File: src/rtl/fxq_pkg.sv
// Shared types and operation codes for the Q24.8 fixed-point ALU.
package fxq_pkg;

    typedef enum logic [3:0] {
        OP_ADD  = 4'd0,
        OP_SUB  = 4'd1,
        OP_MUL  = 4'd2,
        OP_DIV  = 4'd3,
        OP_MIN  = 4'd4,
        OP_MAX  = 4'd5,
        OP_INC  = 4'd6,
        OP_DEC  = 4'd7,
        OP_I2F  = 4'd8,
        OP_F2I  = 4'd9
    } t_op;

    typedef enum logic [1:0] {
        K_SIMPLE = 2'd0,
        K_MUL    = 2'd1,
        K_DIV    = 2'd2
    } t_kind;

    typedef struct packed {
        logic [3:0]         req_type;
        logic signed [31:0] a_raw;
        logic signed [31:0] b_raw;
    } t_req;

    typedef struct packed {
        logic signed [31:0] result_raw;
        logic               a_less;
        logic               a_equal;
        logic               a_greater;
        logic               divide_by_zero;
        logic               div_overflow;
    } t_rsp;

    // Classified request as it sits in the queue
    typedef struct packed {
        t_kind              kind;
        logic signed [31:0] a;
        logic signed [31:0] b;
        logic [31:0]        mag_a;
        logic [31:0]        mag_b;
        logic               neg;
        logic               dz;
        logic [31:0]        res;
        logic               less;
        logic               equal;
        logic               greater;
    } t_job;

    // Control carried alongside the back-end pipeline
    typedef struct packed {
        t_kind       kind;
        logic        neg;
        logic        dz;
        logic [31:0] res;
        logic        less;
        logic        equal;
        logic        greater;
    } t_ctl;

endpackage

File: src/rtl/fxq_fifo.sv
// Short request queue between front and back ends.
module fxq_fifo
    import fxq_pkg::*;
(
    input  logic i_clk,
    input  logic i_rst_n,
    input  logic i_push,
    input  t_job i_data,
    output logic o_full,
    input  logic i_pop,
    output logic o_empty,
    output t_job o_data
);

    localparam int Depth = 4;

    t_job       r_mem [Depth];
    logic [1:0] r_wp, r_rp;
    logic [2:0] r_cnt;

    assign o_full  = (r_cnt == 3'(Depth));
    assign o_empty = (r_cnt == 3'd0);
    assign o_data  = r_mem[r_rp];

    // Advance pointers and count
    always_ff @(posedge i_clk) begin
        if (!i_rst_n) begin
            r_wp  <= '0;
            r_rp  <= '0;
            r_cnt <= '0;
        end else begin
            if (i_push) r_wp <= r_wp + 2'd1;
            if (i_pop)  r_rp <= r_rp + 2'd1;
            r_cnt <= r_cnt + 3'(i_push) - 3'(i_pop);
        end
    end

    // Store the request
    always_ff @(posedge i_clk) begin
        if (i_push) r_mem[r_wp] <= i_data;
    end

endmodule

File: config.mk
export PLATFORM = sky130hd
export DESIGN_NAME = fxq_fifo
export DESIGN_NICKNAME = d
export VERILOG_FILES = /design/src/rtl/fxq_pkg.sv /design/src/rtl/fxq_fifo.sv
export SDC_FILE = /design/constraint.sdc
export NUM_CORES = 1
export LEC_CHECK = 0
export BUFFER_PORTS_ARGS = -buffer_cell sky130_fd_sc_hd__buf_2
export CORE_MARGIN = 5
export CORE_UTILIZATION = 50
export CTS_CLUSTER_DIAMETER = 30
export DETAILED_ROUTE_END_ITERATION = 10
export GPL_ROUTABILITY_DRIVEN = 1
export PLACE_DENSITY_LB_ADDON = 0.15
export SYNTH_ARGS = -nofsm -noshare
export SYNTH_HDL_FRONTEND = slang
export SYNTH_SLANG_ARGS = --single-unit
File: constraint.sdc
create_clock -name i_clk -period 7.5 [get_ports i_clk]
set_clock_uncertainty 0.15 [all_clocks]
set_input_delay 1.5 -clock i_clk [delete_from_list [all_inputs] [get_ports i_clk]]
set_output_delay 1.5 -clock i_clk [all_outputs]
set_load 0.1 [all_outputs]
# Word level (Yosys, flattened, before mapping)
# Memories as Yosys holds them, arrays and structs flattened. A register that Yosys moved wholly into a read port is not among the register bits.
# Cells that the tools add are included.
dict set report totals {
  ram_bits 668
  regBits 7
  mem_count 1
  out_inout_bits 169
  inputBits 171
  elab_cells 14
}
# memory words word_bits rd rd_ports_with_merged_regs wr line_no
set memory_table {}
lappend memory_table {r_mem 4 167 1 1 1 fxq_fifo.sv:17} ;# t_job r_mem [Depth];
dict set report classes {
  n_addsub 4
  eq_ne 1
  reduce_logical 1
  mux 4
}
# operator n
set op_table {}
lappend op_table {{$add A2 B1 Y2 const B} 2}
lappend op_table {{$mux W2} 2}
lappend op_table {{$add A3 B1 Y3} 1}
lappend op_table {{$eq A3 B3 Y1 const B} 1}
lappend op_table {{$logic_not A3 Y1} 1}
lappend op_table {{$sub A3 B1 Y3} 1}
lappend op_table {{$mux W1} 2}

# Logic depth before layout (Yosys ltp)
dict set report depth {
  word_depth 3
  depth_mapped 7
  depth_no_buf 7
}

# Worst setup path after synthesis
# No wires, ideal clock.
dict set report synth_path {
  path_type {input -> register}
  from {input port i_push}
  to {memory r_mem[0][0] (netlist bit), enable pin}
  setup_time_ps 546
  required_time_ps 6804
  arrival_ps 5302
  slack_ps 1501
  stages 1
  n_path_buf 0
  cell_sequence {and2_1}
}
dict set report synth_between {
  elab_chain_len 2
}
# item line_no
set synth_lines {}
lappend synth_lines {{start, declared} fxq_fifo.sv:7} ;# input logic i_push,
lappend synth_lines {{$mux W1} fxq_fifo.sv:40} ;# if (i_push) r_mem[r_wp] <= i_data;
lappend synth_lines {{$mux W1 (not written as such)} fxq_fifo.sv:40}
lappend synth_lines {{end, declared} fxq_fifo.sv:17}
# Every way passes these cells.

==> results.cfg <==
[routing]
dr.pass1.iters = 4
wire_per_inst_um = 23.49
drt-initial-drc-count = 650
vias = 11336
drc = 0
antenna_left = 0
vias_per_cell = 5.317
wirelength_um = 50090

[global_routing]
grt_use_total_pct = 18.84
grt_pass1_vias = 12332
grt_start_max_net_pins = 90
gr-total-overflow = 0
antenna_found_initial = 11
grt_pass1_wl_um = 75070

[setup_path]
cp_num_buf_inv = 2
slowest_stage = dfxtp_4
r2r_end = r_mem[2][116]$_DFFE_PP_
required_ps = 5850
critical_path.startpoint_type = register
r2r_start = r_wp[0]$_SDFFE_PN0P_
worstPathCellList = buf_4, mux4_2, buf_2
crit_fanout = 41
ff2ff_path_depth = 4
critPathTopFamily = buffers and inverters
rrSetupSlack_ps = 4700
cp-end-kind = output port
slowest_delay_ps = 900
crit_type = register to output port
crit_arrival_ps = 3330

[cts]
clockBufferDepth = 3
cts_tree = done
cts.sinks = 677
post_cts_buffers = 0
clk_pin_slew_worst_paths_ps = 40
cts-root-buf = clkbuf_16
tritoncts.num_buffers = 131
ctsResizeCount = 0
clock_latency_ps = 660
h-tree-depth = 4
cts_hold_buf = 0

[hold_path]
hp-start = r_rp[1]$_SDFFE_PN0P_
hold_path_depth = 2
hp-class = register to register

[placement]
gp_congestion = 0.7264
dp_hpwl_um = 29240
pre_cts_slack_ps = 3077
port_buffers = 339

[floorplan]
die-area_um2 = 53730
rows = 81
initial_utilization_pct = 50.36
core_area_um2 = 48850
die_x_um = 231.8
die-height_um = 231.8
io_pins = 340

[yosys]
synth.net_count = 1094
synthesis.instances = 916
syn_area_per_cell_um2 = 26.85
yosys_warnings = 0
seq_area_frac_synth_pct = 82.28
synth_area_leader_cell = edfxtp_1
synth_ff_type = edfxtp_1
synth.top_cells.by_area = edfxtp_1 (82%), mux4_2 (15%), dfxtp_1 (0.73%), buf_8 (0.61%), buf_2 (0.37%)
yosysUniqueCellTypes = 22
async_flop_share_pct = 0
synth_top_area_share_pct = 81.55
synth_area_um2 = 24600
synth_edf_count = 668
yosys_register_bits = 677

[timing]
setup_violations = 0
relSlewSlack_pct = 31.81
grt_setup_unrepaired = false
fmax_mhz = 200.8
setup-tns-final_ps = 0
tightest_slew_ps = 1023
finalHoldViolCount = 0
setup_slack_ps = 2520
min_period_ps = 4980
drv_slew = 0
post-route-period-util_pct = 66.40

[finish]
layout.nets = 1542
layout_common_cells = edfxtp_1 (668), buf_2 (339), mux4_2 (167), clkbuf_16 (136)
layout_commonest_cell = edfxtp_1
syn_to_final_growth_pct = 27.27
drive_gt1_share_pct = 49.11

[flow_run]
cap_violations = 0

[power_and_ir_drop]
power.density_nw_per_um2 = 375.6
ir_drop_v = 0.0002268
cellLeakagePower_nw = 10.79

[run_status]
status = complete, no violations
[power by group]
part	internal (mW)	leakage, nW	switching [mW]
Sequential	4.37	6.21	0.0610
Clock	3.89	2.11	1.75
Combinational	0.342	2.48	1.35
Total	8.59	10.8	3.17
[kinds of logic after synthesis]
family | count (synthesis) | share of synthesized area [%]
fa+ha+maj | 7 | 0.3866
compound gates | 2 | 0.06102
simple gates | 14 | 0.3052
mux | 168 | 15.33
buf+inv | 45 | 1.470
flops | 677 | 82.28
xor+xnor | 3 | 0.1679
[worst max-delay path by stage]
stage                            endpoint  slack (ps)  cells past startpoint
global route                   o_data[77]        2190                      3
detailed placement             o_data[77]        3080                      3
floorplan           r_mem[0][0]$_DFFE_PP_        1500                      1
CTS                            o_data[77]        2370                      3
finish                         o_data[77]        2520                      3
global placement               o_data[79]        3090                      3
[layout make-up]
cell class / count / area, um^2
Sequential cell: 677 / 20250
Fill cell: 3311 / 17540
Multi-Input combinational cell: 194 / 4008
Clock buffer: 156 / 3478
Timing Repair Buffer: 353 / 1839
Clock inverter: 75 / 862.1
Tap cell: 664 / 830.8
Inverter: 7 / 26.28
Antenna cell: 6 / 15.01
[cells in the mapped netlist (2+ instances only)]
| cell | number |
|---|---|
| xnor2_1 | 2 |
| clkbuf_1 | 3 |
| buf_2 | 18 |
| nor2_1 | 5 |
| mux4_2 | 167 |
| buf_8 | 10 |
| dfxtp_1 | 9 |
| and2_1 | 6 |
| inv_1 | 7 |
| buf_6 | 5 |
| ha_1 | 6 |
| edfxtp_1 | 668 |
[per-stage QoR]
step / cell area, um^2 / util [%] / hold slack (ps) / total power [mW] / std cells
finish: 31310 / 64.09 / 368.0 / 11.76 / 2132
global route: 31290 / 64.06 / 403.3 / 12.15 / 2126
detailed placement: 26950 / 55.17 / 365.9 / 6.209 / 1895
CTS: 31290 / 64.06 / 370.3 / 11.89 / 2126
floorplan: 24600 / - / 349.3 / 5.914 / 916
global placement: 26950 / 55.17 / 360.4 / 6.193 / 1895
[state kept, by name, summed over array words and instances (netlist names), named ones only]
register / count
r_rp: 2
r_mem: 668
r_wp: 2
r_cnt: 3
[worst register-to-register path: cells and delay by family, from the launching register on]
kind | cells | cell delay [ps]
buffers and inverters | 2 | 960
and+or+nand+nor | 1 | 770
DFF | 1 | 350
adders and majority gates | 1 | 140
[layer usage]
| layer | share of wire [%] | global-route usage (%) |
|---|---|---|
| met5 | 0.17 | 0 |
| met1 | 40 | 23.94 |
| met3 | 7.4 | 7.630 |
| met4 | 2.0 | 5.964 |
| met2 | 51 | 30.15 |
Power figures use the tool's default switching activity.
