===== src/rtl/fxq_pkg.sv =====
// Shared types and operation codes for the Q24.8 fixed-point ALU.
package fxq_pkg;

    typedef enum logic [3:0] {
        OP_ADD  = 4'd0,
        OP_SUB  = 4'd1,
        OP_MUL  = 4'd2,
        OP_DIV  = 4'd3,
        OP_MIN  = 4'd4,
        OP_MAX  = 4'd5,
        OP_INC  = 4'd6,
        OP_DEC  = 4'd7,
        OP_I2F  = 4'd8,
        OP_F2I  = 4'd9
    } t_op;

    typedef enum logic [1:0] {
        K_SIMPLE = 2'd0,
        K_MUL    = 2'd1,
        K_DIV    = 2'd2
    } t_kind;

    typedef struct packed {
        logic [3:0]         req_type;
        logic signed [31:0] a_raw;
        logic signed [31:0] b_raw;
    } t_req;

    typedef struct packed {
        logic signed [31:0] result_raw;
        logic               a_less;
        logic               a_equal;
        logic               a_greater;
        logic               divide_by_zero;
        logic               div_overflow;
    } t_rsp;

    // Classified request as it sits in the queue
    typedef struct packed {
        t_kind              kind;
        logic signed [31:0] a;
        logic signed [31:0] b;
        logic [31:0]        mag_a;
        logic [31:0]        mag_b;
        logic               neg;
        logic               dz;
        logic [31:0]        res;
        logic               less;
        logic               equal;
        logic               greater;
    } t_job;

    // Control carried alongside the back-end pipeline
    typedef struct packed {
        t_kind       kind;
        logic        neg;
        logic        dz;
        logic [31:0] res;
        logic        less;
        logic        equal;
        logic        greater;
    } t_ctl;

endpackage


===== src/rtl/fxq_front.sv =====
// Front end: decode a request, compute the simple operations and flags.
module fxq_front
    import fxq_pkg::*;
#(
    parameter int FRAC_BITS = 8
) (
    input  t_req i_req,
    output t_job o_job
);

    logic signed [31:0] a;
    logic signed [31:0] b;
    logic               lt;

    assign a  = i_req.a_raw;
    assign b  = i_req.b_raw;
    assign lt = (a < b);

    // Classify and evaluate the simple operations
    always_comb begin
        o_job         = '0;
        o_job.kind    = K_SIMPLE;
        o_job.a       = a;
        o_job.b       = b;
        o_job.mag_a   = a[31] ? 32'(-a) : 32'(a);
        o_job.mag_b   = b[31] ? 32'(-b) : 32'(b);
        o_job.neg     = a[31] ^ b[31];
        o_job.less    = lt;
        o_job.equal   = (a == b);
        o_job.greater = (a > b);
        unique case (i_req.req_type)
            OP_ADD: o_job.res = 32'(a + b);
            OP_SUB: o_job.res = 32'(a - b);
            OP_MUL: o_job.kind = K_MUL;
            OP_DIV: begin
                o_job.kind = K_DIV;
                o_job.dz   = (b == 32'sd0);
            end
            OP_MIN: o_job.res = lt ? a : b;
            OP_MAX: o_job.res = lt ? b : a;
            OP_INC: o_job.res = 32'(a + 32'sd1);
            OP_DEC: o_job.res = 32'(a - 32'sd1);
            OP_I2F: o_job.res = a << FRAC_BITS;
            OP_F2I: o_job.res = a >>> FRAC_BITS;
            default: o_job.res = '0;
        endcase
    end

endmodule


===== config.mk =====
export PLATFORM = sky130hd
export DESIGN_NAME = fxq_front
export DESIGN_NICKNAME = d
export VERILOG_FILES = /design/src/rtl/fxq_pkg.sv /design/src/rtl/fxq_front.sv
export SDC_FILE = /design/constraint.sdc
export NUM_CORES = 1
export LEC_CHECK = 0
export ABC_CLOCK_PERIOD_IN_PS = 18300
export BUFFER_PORTS_ARGS = -buffer_cell sky130_fd_sc_hd__buf_2
export CAP_MARGIN = 25
export CORE_ASPECT_RATIO = 1.4
export CORE_MARGIN = 10
export CORE_UTILIZATION = 43
export DETAILED_ROUTE_END_ITERATION = 6
export GPL_TIMING_DRIVEN = 0
export PLACE_DENSITY = 0.74
export SYNTH_ARGS = -nofsm -noshare
export SYNTH_HDL_FRONTEND = slang
export SYNTH_SLANG_ARGS = --single-unit

===== constraint.sdc =====
create_clock -name vclk -period 18.3
set_input_delay 3.66 -clock vclk [all_inputs]
set_output_delay 3.66 -clock vclk [all_outputs]
set_load 0.02 [all_outputs]

; ---- Word-level counts from Yosys, hierarchy flattened
; Index checks and enable logic that the tools add are counted.
[totals]
input_bits = 68
reg_bits = 0
wordCells = 28
out_inout_bits = 167
[classes]
n_reduce_logical = 2
muxes = 7
bitwise = 1
eq_ne = 10
order_cmp = 2
n_addsub = 6
[ops]
columns = operator, n
row1 = one-hot mux 32 bit (8 select lines), 1
row2 = 2-to-1 mux 32 bit, 4
row3 = negation 32 bit, 2
row4 = "adder 32 x 2 -> 32 bit, second input constant", 1
row5 = adder 32 bit, 1
row6 = equality test 32 bit, 1
row7 = > comparator 32 bit, 1
row8 = logical NOT 32 bit, 1
row9 = < comparator 32 bit, 1
row10 = "subtractor 32 x 2 -> 32 bit, second input constant", 1
row11 = subtractor 32 bit, 1
row12 = "equality test 4 x 3 -> 1 bit, second input constant", 4
row13 = "equality test 4 x 2 -> 1 bit, second input constant", 2
row14 = "equality test 4 bit, second input constant", 2
row15 = "equality test 4 x 1 -> 1 bit, second input constant", 1
row16 = logical NOT 4 bit, 1
row17 = one-hot mux 2 bit (2 select lines), 1
row18 = 2-to-1 mux 1 bit, 1
row19 = XOR 1 bit, 1

; ---- Logic depth before layout (Yosys ltp)
[depth]
word_depth = 3
mapped_depth = 20
depth_no_buf = 19

; ---- Least setup slack after synthesis
; OpenSTA, ideal clock, no wires.
[synth_timing]
path_kind = in2out
startpoint = input port i_req[5] (netlist name)
endpoint = output port o_job[33] (netlist name)
path_slack_ns = 6.474
cell_stages = 19
arrival_time_ns = 8.166
cell_sequence = nor4_1 -> nand4_1 -> or3_1 -> nor3_2 -> nand3_1 -> nor3_1 -> xnor2_1 -> a21oi_1 -> ha_1 -> clkbuf_1 -> and3_1 -> a221o_1 -> a211o_1 -> a21o_1 -> a21o_1 -> a221o_1 -> o31ai_1 -> xor2_1 -> o221ai_1
[synth_rtl]
columns = element, line
row1 = from (decl), fxq_front.sv:7  ; input t_req i_req,
row2 = to (decl), fxq_front.sv:8  ; output t_job o_job

==> metrics.csv <==
stage,metric,value,unit
route,drc,12,
status,outcome,"finished, violations left",
sta,final_max_slew_viol_count,0,
sta,hold_ws,7.54,ns
layout,final_cell_area,0.00819,sq mm
power_and_ir_drop,total_power,345,uW
global_route,first_global_vias,8980,
placement,port_buffers,232,
floorplan,core,0.0155,sq mm
synthesis,ys_seq_area_share,0,%
layout,area_growth,20.8,%
hold_path,hp-class,in2out,
setup_path,path_class,in2out,
sta,tightest_slew,0.945,ns
setup_path,crit_slowest_cell,nor4_1,
clock_network,cts_setup_buffers,0,
route,vias,9113,
layout,clkbuf_count,0,
route,first_pass_iters,7,
route,drt-wirelength-per-cell,24.6,um
sta,finalCritPeriodShare,71.2,%
synthesis,synth_warnings,0,
hold_path,hold_path_end,o_job[118],
sta,max_slew_margin,36.5,%
synthesis,syn_nets,1146,
sta,rsz0062_at_grt,false,
floorplan,die_h,169,um
placement,finalWeightedCongestion,1.04,
synthesis,synth_area_leaders,"xnor2_1 (15%), ha_1 (12%), buf_4 (7.5%)",
sta,layout_min_cycle_time,13.04,ns
clock_network,cts_hold_buf,0,
global_route,grt_pass1_wl,52000,um
layout,fill_cells,1682,
sta,setup_viol,0,
setup_path,crit_arrival,9.38,ns
hold_path,hp-start,i_req[17],
route,detail_route.iter0.violations,1147,
status,violations,design-rule violations,
global_route,grt_max_degree,11,
synthesis,synth_largest_area_cell,xnor2_1,
layout,final_nets,1381,
route,drtAntennaViolNets,0,
placement,dp_hpwl,28700,um
synthesis,synth_cell_type_count,71,
synthesis,syn_avg_cell_area,6.72,sq um
sta,fmax,76.7,MHz
layout,drive_above_1_share,26.3,%
floorplan,die_w,126,um
clock_network,cts_resized,0,
setup_path,path_buf_inv,3,
synthesis,netlist_instances,1009,
global_route,grt_usage,30.6,%
setup_path,cp.required,14.64,ns
sta,fin_tns_setup,0,ns
run,maxCapViolCount,0,
setup_path,slowest_delay,0.58,ns
synthesis,synth.top_cell.area_share,15.1,%
setup_path,path_max_fanout,9,
floorplan,start_util,43.6,%
layout,seqCellArea,0,sq um
floorplan,dieArea,0.0213,sq mm
global_route,antenna_found_initial,1,
hold_path,holdPathStages,2,
global_route,grt-ovfl-total,0,
layout,multiInputGateArea,0.00586,sq mm
setup_path,crit_chain,"buf_2, nor4_1, nand4_1, or3_1, nor3_2, nand3_1, nor3_1, xnor2_1, a21oi_1, ha_1, clkbuf_1, and3_1, a221o_1, a211o_1, a21o_1, a21o_1, a221o_1, o31ai_1, xor2_1, o221ai_1, buf_2",
layout,antenna_cells,0,
power_and_ir_drop,power.density,42.1,mW/mm^2
route,wirelength,35400,um
synthesis,synth_area,0.00678,sq mm
power_and_ir_drop,ir_drop,0.0000235,V
route,vias_per_cell,6.34,
floorplan,rows,54,
setup_path,crit_path_end_kind,primary output,
setup_path,crit_family,simple AND/OR/NAND/NOR gates,
power_and_ir_drop,power_leakage,0.00390,uW
sta,finalHoldViolCount,0,
setup_path,worstSetupStartpointType,input pin,
placement,place_area,0.00819,sq mm
floorplan,pin_count,235,
layout,seq_cell_count,0,
## where the power goes
group	internal, uW	leakage [uW]	switching (uW)	total [uW]
sequential	0	0	0	0
clock	0	0	0	0
combinational	124	0.00390	220	345
total	124	0.00390	220	345
## synthesized netlist by cell type, types with 3 or more instances
cell      instances
xnor2_1         117
nand2_1          98
a21oi_1          88
o21ai_0          69
buf_4            68
ha_1             67
nor2_1           49
inv_1            46
clkbuf_1         45
a21o_1           32
nand3_1          29
xor2_1           28
a221o_1          20
nand4_1          19
a222oi_1         17
nor3_1           16
nand2b_1         12
a31oi_1          11
o31ai_1          11
a211oi_1         10
and3_1           10
or3_1            10
a221oi_1          9
o21bai_1          9
or4_1             9
a22oi_1           8
o21a_1            8
and2_1            7
buf_2             7
nor4_1            7
nor2b_1           6
o21ai_1           4
o221ai_1          4
o41ai_1           4
nor4b_1           3
o211ai_1          3
o31a_1            3
## cell type report
class | count | share of cell area, %
multi-input combinational | 837 | 71.5
buffer | 125 | 9.07
tap | 196 | 2.99
inverter | 47 | 2.15
timing repair buffer | 233 | 14.2
## logic make-up (layout without fill, tap and decap cells)
| family | Yosys count | after routing | share of synthesized area (%) |
|---|---|---|---|
| buf+inv | 172 | 405 | 13.6 |
| xor+xnor | 145 | 145 | 18.7 |
| simple gates | 285 | 285 | 20.6 |
| mux | 1 | 1 | 0.148 |
| compound gates | 337 | 337 | 34.0 |
| fa+ha+maj | 69 | 69 | 13.0 |
## through the flow
stage               utilization [%]  setup slack, ns  cells
global placement               52.7             5.41   1437
finish                         52.7             5.26   1438
CTS                            52.7             5.40   1438
floorplan                         -             6.47   1009
global route                   52.7             5.06   1438
detailed placement             52.7             5.42   1438
## worst max-delay path by stage
stage	from	to	slack [ns]	depth (start not counted)
after CTS	i_req[5]	o_job[33]	5.40	21
after floorplan	i_req[5]	o_job[33]	6.47	19
after global routing	i_req[5]	o_job[33]	5.06	21
after global placement	i_req[5]	o_job[33]	5.41	21
after detailed placement	i_req[5]	o_job[33]	5.42	21
final	i_req[5]	o_job[33]	5.26	21
## placed cells by master, fill, tap and decap left out, drive strengths merged, types with 3 or more instances in the layout
master	instances
o41ai	6
and3	10
nor2	49
and2	7
ha	67
a311oi	3
a221o	21
nand4	19
xnor2	117
or2	4
o21bai	9
a22oi	8
nor4b	3
buf	311
a21o	32
o221ai	4
inv	47
o21ai	73
or3	11
a221oi	9
nand2	98
nor4	7
a211oi	10
o211ai	4
nand2b	12
clkbuf	47
or4	10
a21oi	88
a222oi	17
xor2	28
o21a	8
nand3	29
nor2b	6
a31oi	12
o31a	3
o31ai	12
nor3	17
## routing by layer
| metal | GRT usage (%) | share of wire (%) | vias to the layer above |
|---|---|---|---|
| met5 | 0 | 0.037 | - |
| met4 | 21.0 | 8.3 | 2 |
| met3 | 7.85 | 12 | 181 |
| met2 | 51.7 | 45 | 694 |
| met1 | 32.7 | 35 | 4114 |
| li1 | - | - | 4122 |
(Power assumes the default switching activity.)
